**config.mk**
```make
export PLATFORM = sky130hd
export DESIGN_NAME = http_header_line_parser_flat
export DESIGN_NICKNAME = d
export VERILOG_FILES = /design/src/hhlp_pkg.sv /design/src/hhlp_if.sv /design/src/hhlp_step.sv /design/src/http_header_line_parser.sv /design/src/flat_wrapper.sv
export SDC_FILE = /design/constraint.sdc
export NUM_CORES = 1
export LEC_CHECK = 0
export ABC_AREA = 0
export BUFFER_PORTS_ARGS = -buffer_cell sky130_fd_sc_hd__buf_2
export CAP_MARGIN = 20
export CELL_PAD_IN_SITES_DETAIL_PLACEMENT = 1
export CELL_PAD_IN_SITES_GLOBAL_PLACEMENT = 2
export CORE_MARGIN = 1.5
export CORE_UTILIZATION = 37
export CTS_BUF_LIST = sky130_fd_sc_hd__clkbuf_8
export CTS_CLUSTER_DIAMETER = 40
export CTS_CLUSTER_SIZE = 28
export DETAILED_ROUTE_END_ITERATION = 6
export PLACE_DENSITY = 0.89
export SYNTH_ARGS = -nofsm -noshare
export SYNTH_HDL_FRONTEND = slang
export SYNTH_SLANG_ARGS = --single-unit
```
**constraint.sdc**
```tcl
create_clock -name clk -period 5 [get_ports clk]
set_clock_uncertainty 0.2 [all_clocks]
set_input_delay 0.5 -clock clk [delete_from_list [all_inputs] [get_ports clk]]
set_output_delay 0.5 -clock clk [all_outputs]
set_load 0.005 [all_outputs]
```
**src/hhlp_pkg.sv**
```systemverilog
// ----------------------------------------------------------------------------
// hhlp_pkg: HTTP header line parser package
// Shared types, byte codes, class and error codes for the header parser.
// ----------------------------------------------------------------------------
`default_nettype none

package hhlp_pkg;

  localparam int unsigned MAX_OFF_W = 9;

  localparam logic [MAX_OFF_W-1:0] MAX_OFF_RESET = 9'd255;

  localparam logic [7:0] CH_COLON = 8'h3A;
  localparam logic [7:0] CH_SPACE = 8'h20;
  localparam logic [7:0] CH_CR    = 8'h0D;
  localparam logic [7:0] CH_LF    = 8'h0A;

  localparam logic [2:0] CLS_SKIP  = 3'd0;
  localparam logic [2:0] CLS_KEY   = 3'd1;
  localparam logic [2:0] CLS_SEP   = 3'd2;
  localparam logic [2:0] CLS_VALUE = 3'd3;
  localparam logic [2:0] CLS_TERM  = 3'd4;
  localparam logic [2:0] CLS_IDLE  = 3'd5;

  localparam logic [2:0] ERR_NONE     = 3'd0;
  localparam logic [2:0] ERR_KEY_END  = 3'd1;
  localparam logic [2:0] ERR_NO_SPACE = 3'd2;
  localparam logic [2:0] ERR_TOO_LONG = 3'd3;
  localparam logic [2:0] ERR_CR_NO_LF = 3'd4;

  typedef enum logic [8:0] {
    ST_START  = 9'b000000001,
    ST_KEY    = 9'b000000010,
    ST_COLON  = 9'b000000100,
    ST_SPACE  = 9'b000001000,
    ST_VALUE  = 9'b000010000,
    ST_CR     = 9'b000100000,
    ST_LF     = 9'b001000000,
    ST_END_CR = 9'b010000000,
    ST_DONE   = 9'b100000000
  } parse_state_t;

  typedef struct packed {
    parse_state_t         state;
    logic [MAX_OFF_W-1:0] value_offset;
    logic [2:0]           error_latched;
  } parse_ctx_t;

  typedef struct packed {
    logic [7:0] byte_out;
    logic [2:0] byte_class;
    logic       pair_done;
    logic       header_done;
    logic [2:0] error_code;
  } parse_res_t;

endpackage

`default_nettype wire

```
**src/hhlp_if.sv**
```systemverilog
// ----------------------------------------------------------------------------
// hhlp_if: header parser stream interfaces
// Valid/ready channels for raw header bytes in and tagged bytes out.
// ----------------------------------------------------------------------------
`default_nettype none

interface hhlp_in_if;
  logic       valid;
  logic       ready;
  logic [7:0] data_byte;
  logic       new_request;

  modport source (output valid, output data_byte, output new_request, input ready);
  modport sink   (input valid, input data_byte, input new_request, output ready);
endinterface

interface hhlp_out_if;
  logic       valid;
  logic       ready;
  logic [7:0] byte_out;
  logic [2:0] byte_class;
  logic       pair_done;
  logic       header_done;
  logic [2:0] error_code;

  modport source (output valid, output byte_out, output byte_class, output pair_done,
                  output header_done, output error_code, input ready);
  modport sink   (input valid, input byte_out, input byte_class, input pair_done,
                  input header_done, input error_code, output ready);
endinterface

`default_nettype wire

```
**src/hhlp_step.sv**
```systemverilog
// ----------------------------------------------------------------------------
// hhlp_step: one-byte parser step
// Next parser context and the tagged result for one header byte.
// ----------------------------------------------------------------------------
`default_nettype none

module hhlp_step (
  input  hhlp_pkg::parse_ctx_t                  ctx,
  input  logic [7:0]                            data_byte,
  input  logic                                  new_request,
  input  logic [hhlp_pkg::MAX_OFF_W-1:0]        max_value_offset,
  output hhlp_pkg::parse_ctx_t                  ctx_nxt,
  output hhlp_pkg::parse_res_t                  res
);

  hhlp_pkg::parse_ctx_t                ctx_eff;
  logic [2:0]                          cls;
  logic                                pair;
  logic                                hdr;
  logic [2:0]                          err;
  logic [hhlp_pkg::MAX_OFF_W:0]        off_inc;

  always_comb begin
    // restart at line start before the byte is looked at
    if (new_request) begin
      ctx_eff.state         = hhlp_pkg::ST_START;
      ctx_eff.value_offset  = '0;
      ctx_eff.error_latched = hhlp_pkg::ERR_NONE;
    end else begin
      ctx_eff = ctx;
    end

    off_inc = {1'b0, ctx_eff.value_offset} + {{hhlp_pkg::MAX_OFF_W{1'b0}}, 1'b1};
    cls     = hhlp_pkg::CLS_IDLE;
    pair    = 1'b0;
    hdr     = 1'b0;
    err     = hhlp_pkg::ERR_NONE;
    ctx_nxt = ctx_eff;

    if (ctx_eff.error_latched == hhlp_pkg::ERR_NONE) begin
      case (ctx_eff.state)
        hhlp_pkg::ST_START: begin
          if (data_byte inside {hhlp_pkg::CH_CR, hhlp_pkg::CH_LF}) begin
            cls = hhlp_pkg::CLS_SKIP;
          end else begin
            cls           = hhlp_pkg::CLS_KEY;
            ctx_nxt.state = hhlp_pkg::ST_KEY;
          end
        end
        hhlp_pkg::ST_KEY: begin
          if (data_byte == hhlp_pkg::CH_COLON) begin
            cls           = hhlp_pkg::CLS_SEP;
            ctx_nxt.state = hhlp_pkg::ST_COLON;
          end else if (data_byte inside {hhlp_pkg::CH_CR, hhlp_pkg::CH_LF}) begin
            err = hhlp_pkg::ERR_KEY_END;
          end else begin
            cls = hhlp_pkg::CLS_KEY;
          end
        end
        hhlp_pkg::ST_COLON: begin
          if (data_byte == hhlp_pkg::CH_SPACE) begin
            cls           = hhlp_pkg::CLS_SEP;
            ctx_nxt.state = hhlp_pkg::ST_SPACE;
          end else begin
            err = hhlp_pkg::ERR_NO_SPACE;
          end
        end
        hhlp_pkg::ST_SPACE: begin
          // first value byte, whatever it holds
          cls                  = hhlp_pkg::CLS_VALUE;
          ctx_nxt.value_offset = '0;
          ctx_nxt.state        = hhlp_pkg::ST_VALUE;
        end
        hhlp_pkg::ST_VALUE: begin
          if (data_byte == hhlp_pkg::CH_CR) begin
            cls           = hhlp_pkg::CLS_TERM;
            ctx_nxt.state = hhlp_pkg::ST_CR;
          end else if (off_inc > {1'b0, max_value_offset}) begin
            err = hhlp_pkg::ERR_TOO_LONG;
          end else begin
            cls                  = hhlp_pkg::CLS_VALUE;
            ctx_nxt.value_offset = off_inc[hhlp_pkg::MAX_OFF_W-1:0];
          end
        end
        hhlp_pkg::ST_CR: begin
          if (data_byte == hhlp_pkg::CH_LF) begin
            cls           = hhlp_pkg::CLS_TERM;
            pair          = 1'b1;
            ctx_nxt.state = hhlp_pkg::ST_LF;
          end else begin
            err = hhlp_pkg::ERR_CR_NO_LF;
          end
        end
        hhlp_pkg::ST_LF: begin
          if (data_byte == hhlp_pkg::CH_CR) begin
            cls           = hhlp_pkg::CLS_TERM;
            ctx_nxt.state = hhlp_pkg::ST_END_CR;
          end else begin
            cls           = hhlp_pkg::CLS_KEY;
            ctx_nxt.state = hhlp_pkg::ST_KEY;
          end
        end
        hhlp_pkg::ST_END_CR: begin
          if (data_byte == hhlp_pkg::CH_LF) begin
            cls           = hhlp_pkg::CLS_TERM;
            hdr           = 1'b1;
            ctx_nxt.state = hhlp_pkg::ST_DONE;
          end else begin
            err = hhlp_pkg::ERR_CR_NO_LF;
          end
        end
        default: begin
          cls = hhlp_pkg::CLS_IDLE;
        end
      endcase

      if (err != hhlp_pkg::ERR_NONE) begin
        ctx_nxt.error_latched = err;
        cls                   = hhlp_pkg::CLS_IDLE;
      end
    end

    res.byte_out    = data_byte;
    res.byte_class  = cls;
    res.pair_done   = pair;
    res.header_done = hdr;
    res.error_code  = ctx_nxt.error_latched;
  end

endmodule

`default_nettype wire

```
**src/http_header_line_parser.sv**
```systemverilog
// ----------------------------------------------------------------------------
// http_header_line_parser: HTTP header line parser
// Tags each header byte as key, separator, value, terminator, skip or idle
// and flags pair and header completion with sticky error reporting.
// ----------------------------------------------------------------------------
//  port     | dir | beat contents
//  ---------+-----+-------------------------------------------------------
//  in_ch    | in  | data_byte, new_request
//  out_ch   | out | byte_out, byte_class, pair_done, header_done, error_code
//  cfg_*    | in  | max_value_offset write (9 bit), no read-back
//
//  One byte per clock sustained unless the output stalls; an input beat
//  passes the input register, then the parser step into the result register.
//  The parser context register closes the loop, one step per unstalled cycle.
//  A stalled output holds its beat; the input register takes one more beat.
//  Synchronous reset: empty pipeline, line start, limit 255.
// ----------------------------------------------------------------------------
`default_nettype none

module http_header_line_parser (
  input  logic                           clk,
  input  logic                           rst_n,
  hhlp_in_if.sink                        in_ch,
  hhlp_out_if.source                     out_ch,
  input  logic                           cfg_wr_en,
  input  logic [hhlp_pkg::MAX_OFF_W-1:0] cfg_wr_data
);

  logic                           s1_valid_r;
  logic [7:0]                     s1_byte_r;
  logic                           s1_new_req_r;
  hhlp_pkg::parse_ctx_t           ctx_r;
  hhlp_pkg::parse_ctx_t           ctx_nxt;
  hhlp_pkg::parse_res_t           res_nxt;
  hhlp_pkg::parse_res_t           out_res_r;
  logic                           out_valid_r;
  logic [hhlp_pkg::MAX_OFF_W-1:0] max_off_r;
  logic                           s1_adv;
  logic                           in_rdy;

  assign s1_adv = s1_valid_r && (!out_valid_r || out_ch.ready);
  assign in_rdy = !s1_valid_r || s1_adv;

  hhlp_step u_step (
    .ctx              (ctx_r),
    .data_byte        (s1_byte_r),
    .new_request      (s1_new_req_r),
    .max_value_offset (max_off_r),
    .ctx_nxt          (ctx_nxt),
    .res              (res_nxt)
  );

  always_ff @(posedge clk) begin
    if (!rst_n) begin
      s1_valid_r          <= 1'b0;
      out_valid_r         <= 1'b0;
      ctx_r.state         <= hhlp_pkg::ST_START;
      ctx_r.value_offset  <= '0;
      ctx_r.error_latched <= hhlp_pkg::ERR_NONE;
      max_off_r           <= hhlp_pkg::MAX_OFF_RESET;
    end else begin
      if (cfg_wr_en) begin
        max_off_r <= cfg_wr_data;
      end
      if (in_rdy) begin
        s1_valid_r <= in_ch.valid;
      end
      // advance the context only when the result moves on
      if (s1_adv) begin
        ctx_r       <= ctx_nxt;
        out_valid_r <= 1'b1;
      end else if (out_ch.ready) begin
        out_valid_r <= 1'b0;
      end
    end
  end

  always_ff @(posedge clk) begin
    if (in_rdy && in_ch.valid) begin
      s1_byte_r    <= in_ch.data_byte;
      s1_new_req_r <= in_ch.new_request;
    end
    if (s1_adv) begin
      out_res_r <= res_nxt;
    end
  end

  assign in_ch.ready        = in_rdy;
  assign out_ch.valid       = out_valid_r;
  assign out_ch.byte_out    = out_res_r.byte_out;
  assign out_ch.byte_class  = out_res_r.byte_class;
  assign out_ch.pair_done   = out_res_r.pair_done;
  assign out_ch.header_done = out_res_r.header_done;
  assign out_ch.error_code  = out_res_r.error_code;

endmodule

`default_nettype wire

```
**src/flat_wrapper.sv**
```systemverilog
// flat-port wrapper written by rule: the top's interface ports become plain ports
module http_header_line_parser_flat 
  (clk, rst_n, cfg_wr_en, cfg_wr_data, in_ch_valid, in_ch_data_byte, in_ch_new_request, in_ch_ready, out_ch_valid, out_ch_byte_out, out_ch_byte_class, out_ch_pair_done, out_ch_header_done, out_ch_error_code, out_ch_ready);
  hhlp_in_if in_ch_i ();
  hhlp_out_if out_ch_i ();
  input  logic clk;
  input  logic rst_n;
  input  logic cfg_wr_en;
  input  logic [hhlp_pkg::MAX_OFF_W-1:0] cfg_wr_data;
  input wire logic [$bits(in_ch_i.valid)-1:0] in_ch_valid;
  input wire logic [$bits(in_ch_i.data_byte)-1:0] in_ch_data_byte;
  input wire logic [$bits(in_ch_i.new_request)-1:0] in_ch_new_request;
  output wire logic [$bits(in_ch_i.ready)-1:0] in_ch_ready;
  output wire logic [$bits(out_ch_i.valid)-1:0] out_ch_valid;
  output wire logic [$bits(out_ch_i.byte_out)-1:0] out_ch_byte_out;
  output wire logic [$bits(out_ch_i.byte_class)-1:0] out_ch_byte_class;
  output wire logic [$bits(out_ch_i.pair_done)-1:0] out_ch_pair_done;
  output wire logic [$bits(out_ch_i.header_done)-1:0] out_ch_header_done;
  output wire logic [$bits(out_ch_i.error_code)-1:0] out_ch_error_code;
  input wire logic [$bits(out_ch_i.ready)-1:0] out_ch_ready;
  assign in_ch_i.valid = in_ch_valid;
  assign in_ch_i.data_byte = in_ch_data_byte;
  assign in_ch_i.new_request = in_ch_new_request;
  assign in_ch_ready = in_ch_i.ready;
  assign out_ch_valid = out_ch_i.valid;
  assign out_ch_byte_out = out_ch_i.byte_out;
  assign out_ch_byte_class = out_ch_i.byte_class;
  assign out_ch_pair_done = out_ch_i.pair_done;
  assign out_ch_header_done = out_ch_i.header_done;
  assign out_ch_error_code = out_ch_i.error_code;
  assign out_ch_i.ready = out_ch_ready;
  http_header_line_parser u_core (.clk(clk), .rst_n(rst_n), .in_ch(in_ch_i), .out_ch(out_ch_i), .cfg_wr_en(cfg_wr_en), .cfg_wr_data(cfg_wr_data));
endmodule
```
---- Word level (Yosys, flattened, before mapping) ----
Index checks and enable logic that the tools add are counted.
storage, ports and cells
  register bits ........................... 57
  input port bits ......................... 23
  output and inout port bits .............. 18
  logic and storage cells ................. 76
cells by class
  add/sub/neg operators ................... 1
  $lt $le $gt $ge ......................... 1
  equal/unequal tests ..................... 12
  multiplexer cells ....................... 34
  bitwise gates (word level) .............. 1
  reductions and logical operators ........ 14
operator list
  cell                    count
  $mux W9                 8
  $pmux W9 S8             1
  $mux W21                2
  $mux W3                 10
  $pmux W3 S7             1
  $pmux W9 S2             1
  $eq A8 B4 Y1 const B    2
  $eq A8 B6 Y1 const B    2
  $pmux W3 S4             1
  $add A9 B1 Y10 const B  1
  $gt A10 B9 Y1           1
  $eq A9 B1 Y1 const B    1
  $eq A9 B2 Y1 const B    1
  $eq A9 B3 Y1 const B    1
  $eq A9 B4 Y1 const B    1
  $eq A9 B5 Y1 const B    1
  $eq A9 B6 Y1 const B    1
  $eq A9 B7 Y1 const B    1
  $eq A9 B8 Y1 const B    1
  $mux W8                 1
  $mux W1                 7
  $mux W2                 2
  $reduce_and A2 Y1       2
  $reduce_bool A2 Y1      2
  other kinds (7)         11

---- Depth between registers and ports, before layout ----
  depth after elaboration ................. 10
  gate-level depth with buffers ........... 15

---- Modules after synthesis ----
A second synthesis with hierarchy kept.
second synthesis, totals
  cells, all modules ...................... 373
  area, all modules ....................... 3382.0 sq um
modules (own cells, without submodules)
  module                   times used  cells an instance  area an instance (sq um)  seq. area each (sq um)
  http_header_line_parser  1           155                2018.2                    1391.3
  hhlp_step                1           218                1363.8                    0.0

---- Worst setup path after synthesis ----
Ideal clock, no wire load.
  path kind ............................... reg-to-reg
  start point ............................. register u_core.s1_new_req_r
  end point ............................... register u_core.ctx_r[3] (netlist bit)
  arrival time ............................ 3303 ps
  data required time ...................... 4673 ps
  slack ................................... 1370 ps
  stages on the path, launching flop included .. 15
  path buffers ............................ 3
  period minus slack after synthesis ...... 3630 ps
  path through ............................ edfxtp_1 > clkbuf_8 > clkbuf_1 > nor2b_1 > ha_1 > nand3_1 > or4_1 > a21oi_1 > ha_1 > a21oi_1 > o2111ai_1 > a211oi_1 > buf_2 > nor2_1 > or3b_1
on the way
  word-level cells in the longest chain between the ends .. 7
RTL lines
  what                      line                           source
  start: declaration        http_header_line_parser.sv:31  logic s1_new_req_r;
  start signal: assignment  http_header_line_parser.sv:81  s1_new_req_r <= in_ch.new_request;
  $mux W21 (*)              hhlp_step.sv:25                if (new_request) begin
  $add A9 B1 Y10            hhlp_step.sv:33                off_inc = {1'b0, ctx_eff.value_offset} + {{hhlp_pkg::MAX_OFF_W{1'b0}}, 1'b1};
  $gt A10 B9 Y1             hhlp_step.sv:78                end else if (off_inc > {1'b0, max_value_offset}) begin
  $mux W9                   hhlp_step.sv:78
  $mux W9                   hhlp_step.sv:75                if (data_byte == hhlp_pkg::CH_CR) begin
  $pmux W9 S2               hhlp_step.sv:41                case (ctx_eff.state)
  $mux W21 (*)              hhlp_step.sv:40                if (ctx_eff.error_latched == hhlp_pkg::ERR_NONE) begin
  end signal: assignment    http_header_line_parser.sv:70  ctx_r <= ctx_nxt;
  end: declaration          http_header_line_parser.sv:32  hhlp_pkg::parse_ctx_t ctx_r;
Mark *: on every way between the ends. The rest lies on a longest branch, timed or not.
A chain may end at the register's enable or synchronous reset.

---- Worst setup path in the final report ----
  start point ............................. register u_core.s1_new_req_r
  end point ............................... register u_core.ctx_r[8] (netlist bit)
Same word-level chain as after synthesis.

==> impl_metrics.csv <==
group,metric,value,unit
worst_hold_path,hold_class,"input port to flop",
sta,finalHoldViolCount,0,
synth,ys_top_cells_by_count,"nand2_1, dfxtp_1, nor2_1",
global_route,grt_max_degree,26,
place,port_buffers,40,
synth,ys_ff_latch,57,
global_route,first_global_vias,3044,
global_route,antenna_found_initial,0,
flow_run,max-cap-violations,0,
sta,finalSetupViolations,0,
clocking,cts_tree,"yes",
floorplanning,die_area,0.009532,mm²
critical_path,cp-start-kind,"flop",
clocking,cts_resized,0,
synth,synth_cell_types,68,
global_route,grt_first_pass_wirelength,15.80,mm
clocking,clockBufferDepth,2,
sta,layout_setup_ws,1064,ps
place,dpl.hpwl,7.090,mm
power,leakage,1.483,nW
layout,final_net_count,441,
clocking,clkLatencyLatePin,350,ps
synth,syn_inst,371,
detailed_routing,via_per_inst,5.887,
global_route,gr-total-overflow,0,
synth,ys_top_cells_by_area,"edfxtp_1, dfxtp_1, nand2_1",
synth,yosysTopAreaCellShare,0.2266,
floorplanning,std_cell_rows,34,
clocking,clock_sinks,57,
synth,synth.most_common_cell,"nand2_1",
synth,syn_area,0.003313,mm²
synth,synth-seq-area-share,0.4199,
sta,fin_crit_sh,0.7872,
detailed_routing,drt-total-wl,9.713,mm
floorplanning,start_util,0.3818,
global_route,grt_usage,0.2113,
clocking,clkTransAtPathRegs,70,ps
clocking,cts_max_level,3,
critical_path,cp.arrival,3970,ps
detailed_routing,drc_errors,0,
critical_path,setup.worst_path.class,"flop to flop",
critical_path,crit_required,5030,ps
sta,fmax,254.1,MHz
synth,synth-async-reset-ratio,0,
detailed_routing,drt_first_pass_iters,5,
floorplanning,dieWidth,97.63,µm
sta,rsz0062_at_grt,"false",
synth,synth_top_cell_by_area,"edfxtp_1",
detailed_routing,wl_per_cell,18.64,µm
synth,synth_flop_cell,"dfxtp_1",
floorplanning,die_h,97.63,µm
floorplanning,core-area,0.008678,mm²
clocking,post_cts_buffers,0,
synth,synth_warnings,0,
sta,final.min_clock_period,3936,ps
critical_path,crit_fanout,12,
synth,synth-edff-count,25,
clocking,holdBufCountCts,0,
critical_path,end_kind,"flop",
clocking,cts_made_buffers,9,
power,pwr_density_cell,305.4,mW/mm²
layout,regArea,0.001391,mm²
detailed_routing,drt_iter0_drc,169,
layout,drive_above_1_share,0.1840,
layout,fill_cells,1057,
clocking,cts-root-buf,"clkbuf_8",
place,place_congestion,0.8371,
power,peakVddDrop,0.1258,mV
layout,area_growth,15.41,%
status,status,"finished clean",
sta,tightest_slew,895.7,ps
layout,diodes,0,
sta,slew_headroom,0.3974,
sta,fin_tns_setup,0,ps
power,total_power,1.168,mW
sta,slew_viol_final,0,
detailed_routing,ant_nets,0,
synth,synth.net_count,404,
place,preCtsSetupSlack,1089,ps
detailed_routing,vias,3067,
layout,final_core_utilization,0.4406,
floorplanning,io_pins,41,
synth,syn_area_per_cell,8.930,µm²
layout,multiInputGateArea,0.001747,mm²
-- metrics by stage --
stage               area (µm²)  std cells  hold WS (ps)
floorplan                 3313        371         241.7
global placement          3571        505         254.2
detailed placement        3571        505         266.1
CTS                       3824        521         112.9
global route              3824        521         107.5
finish                    3824        521         124.5
-- cells by family (layout without fill, tap and decap cells) --
| group | after synthesis | after routing | synth area share |
|---|---|---|---|
| multiplexers | 3 | 3 | 0.009064 |
| buffers and inverters | 35 | 77 | 0.05287 |
| AO/OA/AOI/OAI | 91 | 91 | 0.1881 |
| AND/OR/NAND/NOR | 166 | 166 | 0.2685 |
| flip-flops | 57 | 57 | 0.4199 |
| adder cells (fa/ha/maj) | 10 | 10 | 0.03776 |
| XOR/XNOR | 9 | 9 | 0.02379 |
-- cell type report --
class,instances,share of cell area
clock buffers,10,0.03599
inverters,16,0.01571
well taps,108,0.03534
flip-flops and latches,57,0.3639
repair buffers,45,0.06217
clock inverters,6,0.03010
multi-input cells,279,0.4568
-- power breakdown --
part / switching, mW / internal, mW / total (mW)
clock network: 0.203 / 0.346 / 0.549
registers: 0.0143 / 0.506 / 0.520
logic: 0.0620 / 0.0363 / 0.0983
-- state kept, by name, summed over array words and instances, names as in the netlist --
name / cells
u_core.s1_valid_r: 1
u_core.out_ch.byte_out: 8
u_core.s1_new_req_r: 1
u_core.out_ch.byte_class: 3
u_core.out_ch.header_done: 1
u_core.ctx_r: 21
u_core.max_off_r: 9
u_core.out_ch.valid: 1
u_core.out_ch.pair_done: 1
u_core.out_ch.error_code: 3
u_core.s1_byte_r: 8
-- worst max-delay path: stages, from the launching register on --
cell       delay, ps
edfxtp_1         560
nor2b_1          340
ha_1             230
nand3_1          230
or4_1            470
a21oi_1          210
ha_1             270
a21oi_1          180
o2111ai_1        150
and2_0           360
o311a_1          420
a211o_1          220
-- layer usage --
layer	up-vias	routed length [µm]	GRT usage
met4	0	144	0.07253
met1	1486	4525	0.2880
li1	1465	-	-
met3	14	527	0.04173
met2	102	4515	0.3344
met5	-	0	0
-- layout by cell type (no fill, tap or decap), drive strengths merged, types with 10 or more instances in the layout --
master   n
buf     45
nand2   38
dfxtp   32
nor2    27
edfxtp  25
a21oi   22
nand3   18
nor3    17
inv     15
o21ai   14
o211ai  12
ha      10
clkbuf  10
nor4    10
-- worst paths after layout --
| kind | startpoint | end | slack [ps] | cells after the start |
|---|---|---|---|---|
| worst min register to register | u_core.s1_byte_r[5]$_DFFE_PP_ | u_core.out_ch.byte_out[5]$_DFFE_PP_ | 280 | 0 |
| worst max register to register | u_core.s1_new_req_r$_DFFE_PP_ | u_core.ctx_r[8]$_SDFFE_PN0P_ | 1060 | 11 |
| worst min-delay path | in_ch_data_byte[0] | u_core.s1_byte_r[0]$_DFFE_PP_ | 120 | 1 |
| worst max-delay path | u_core.s1_new_req_r$_DFFE_PP_ | u_core.ctx_r[8]$_SDFFE_PN0P_ | 1060 | 11 |
No activity file was read; power rests on OpenSTA's default activity.
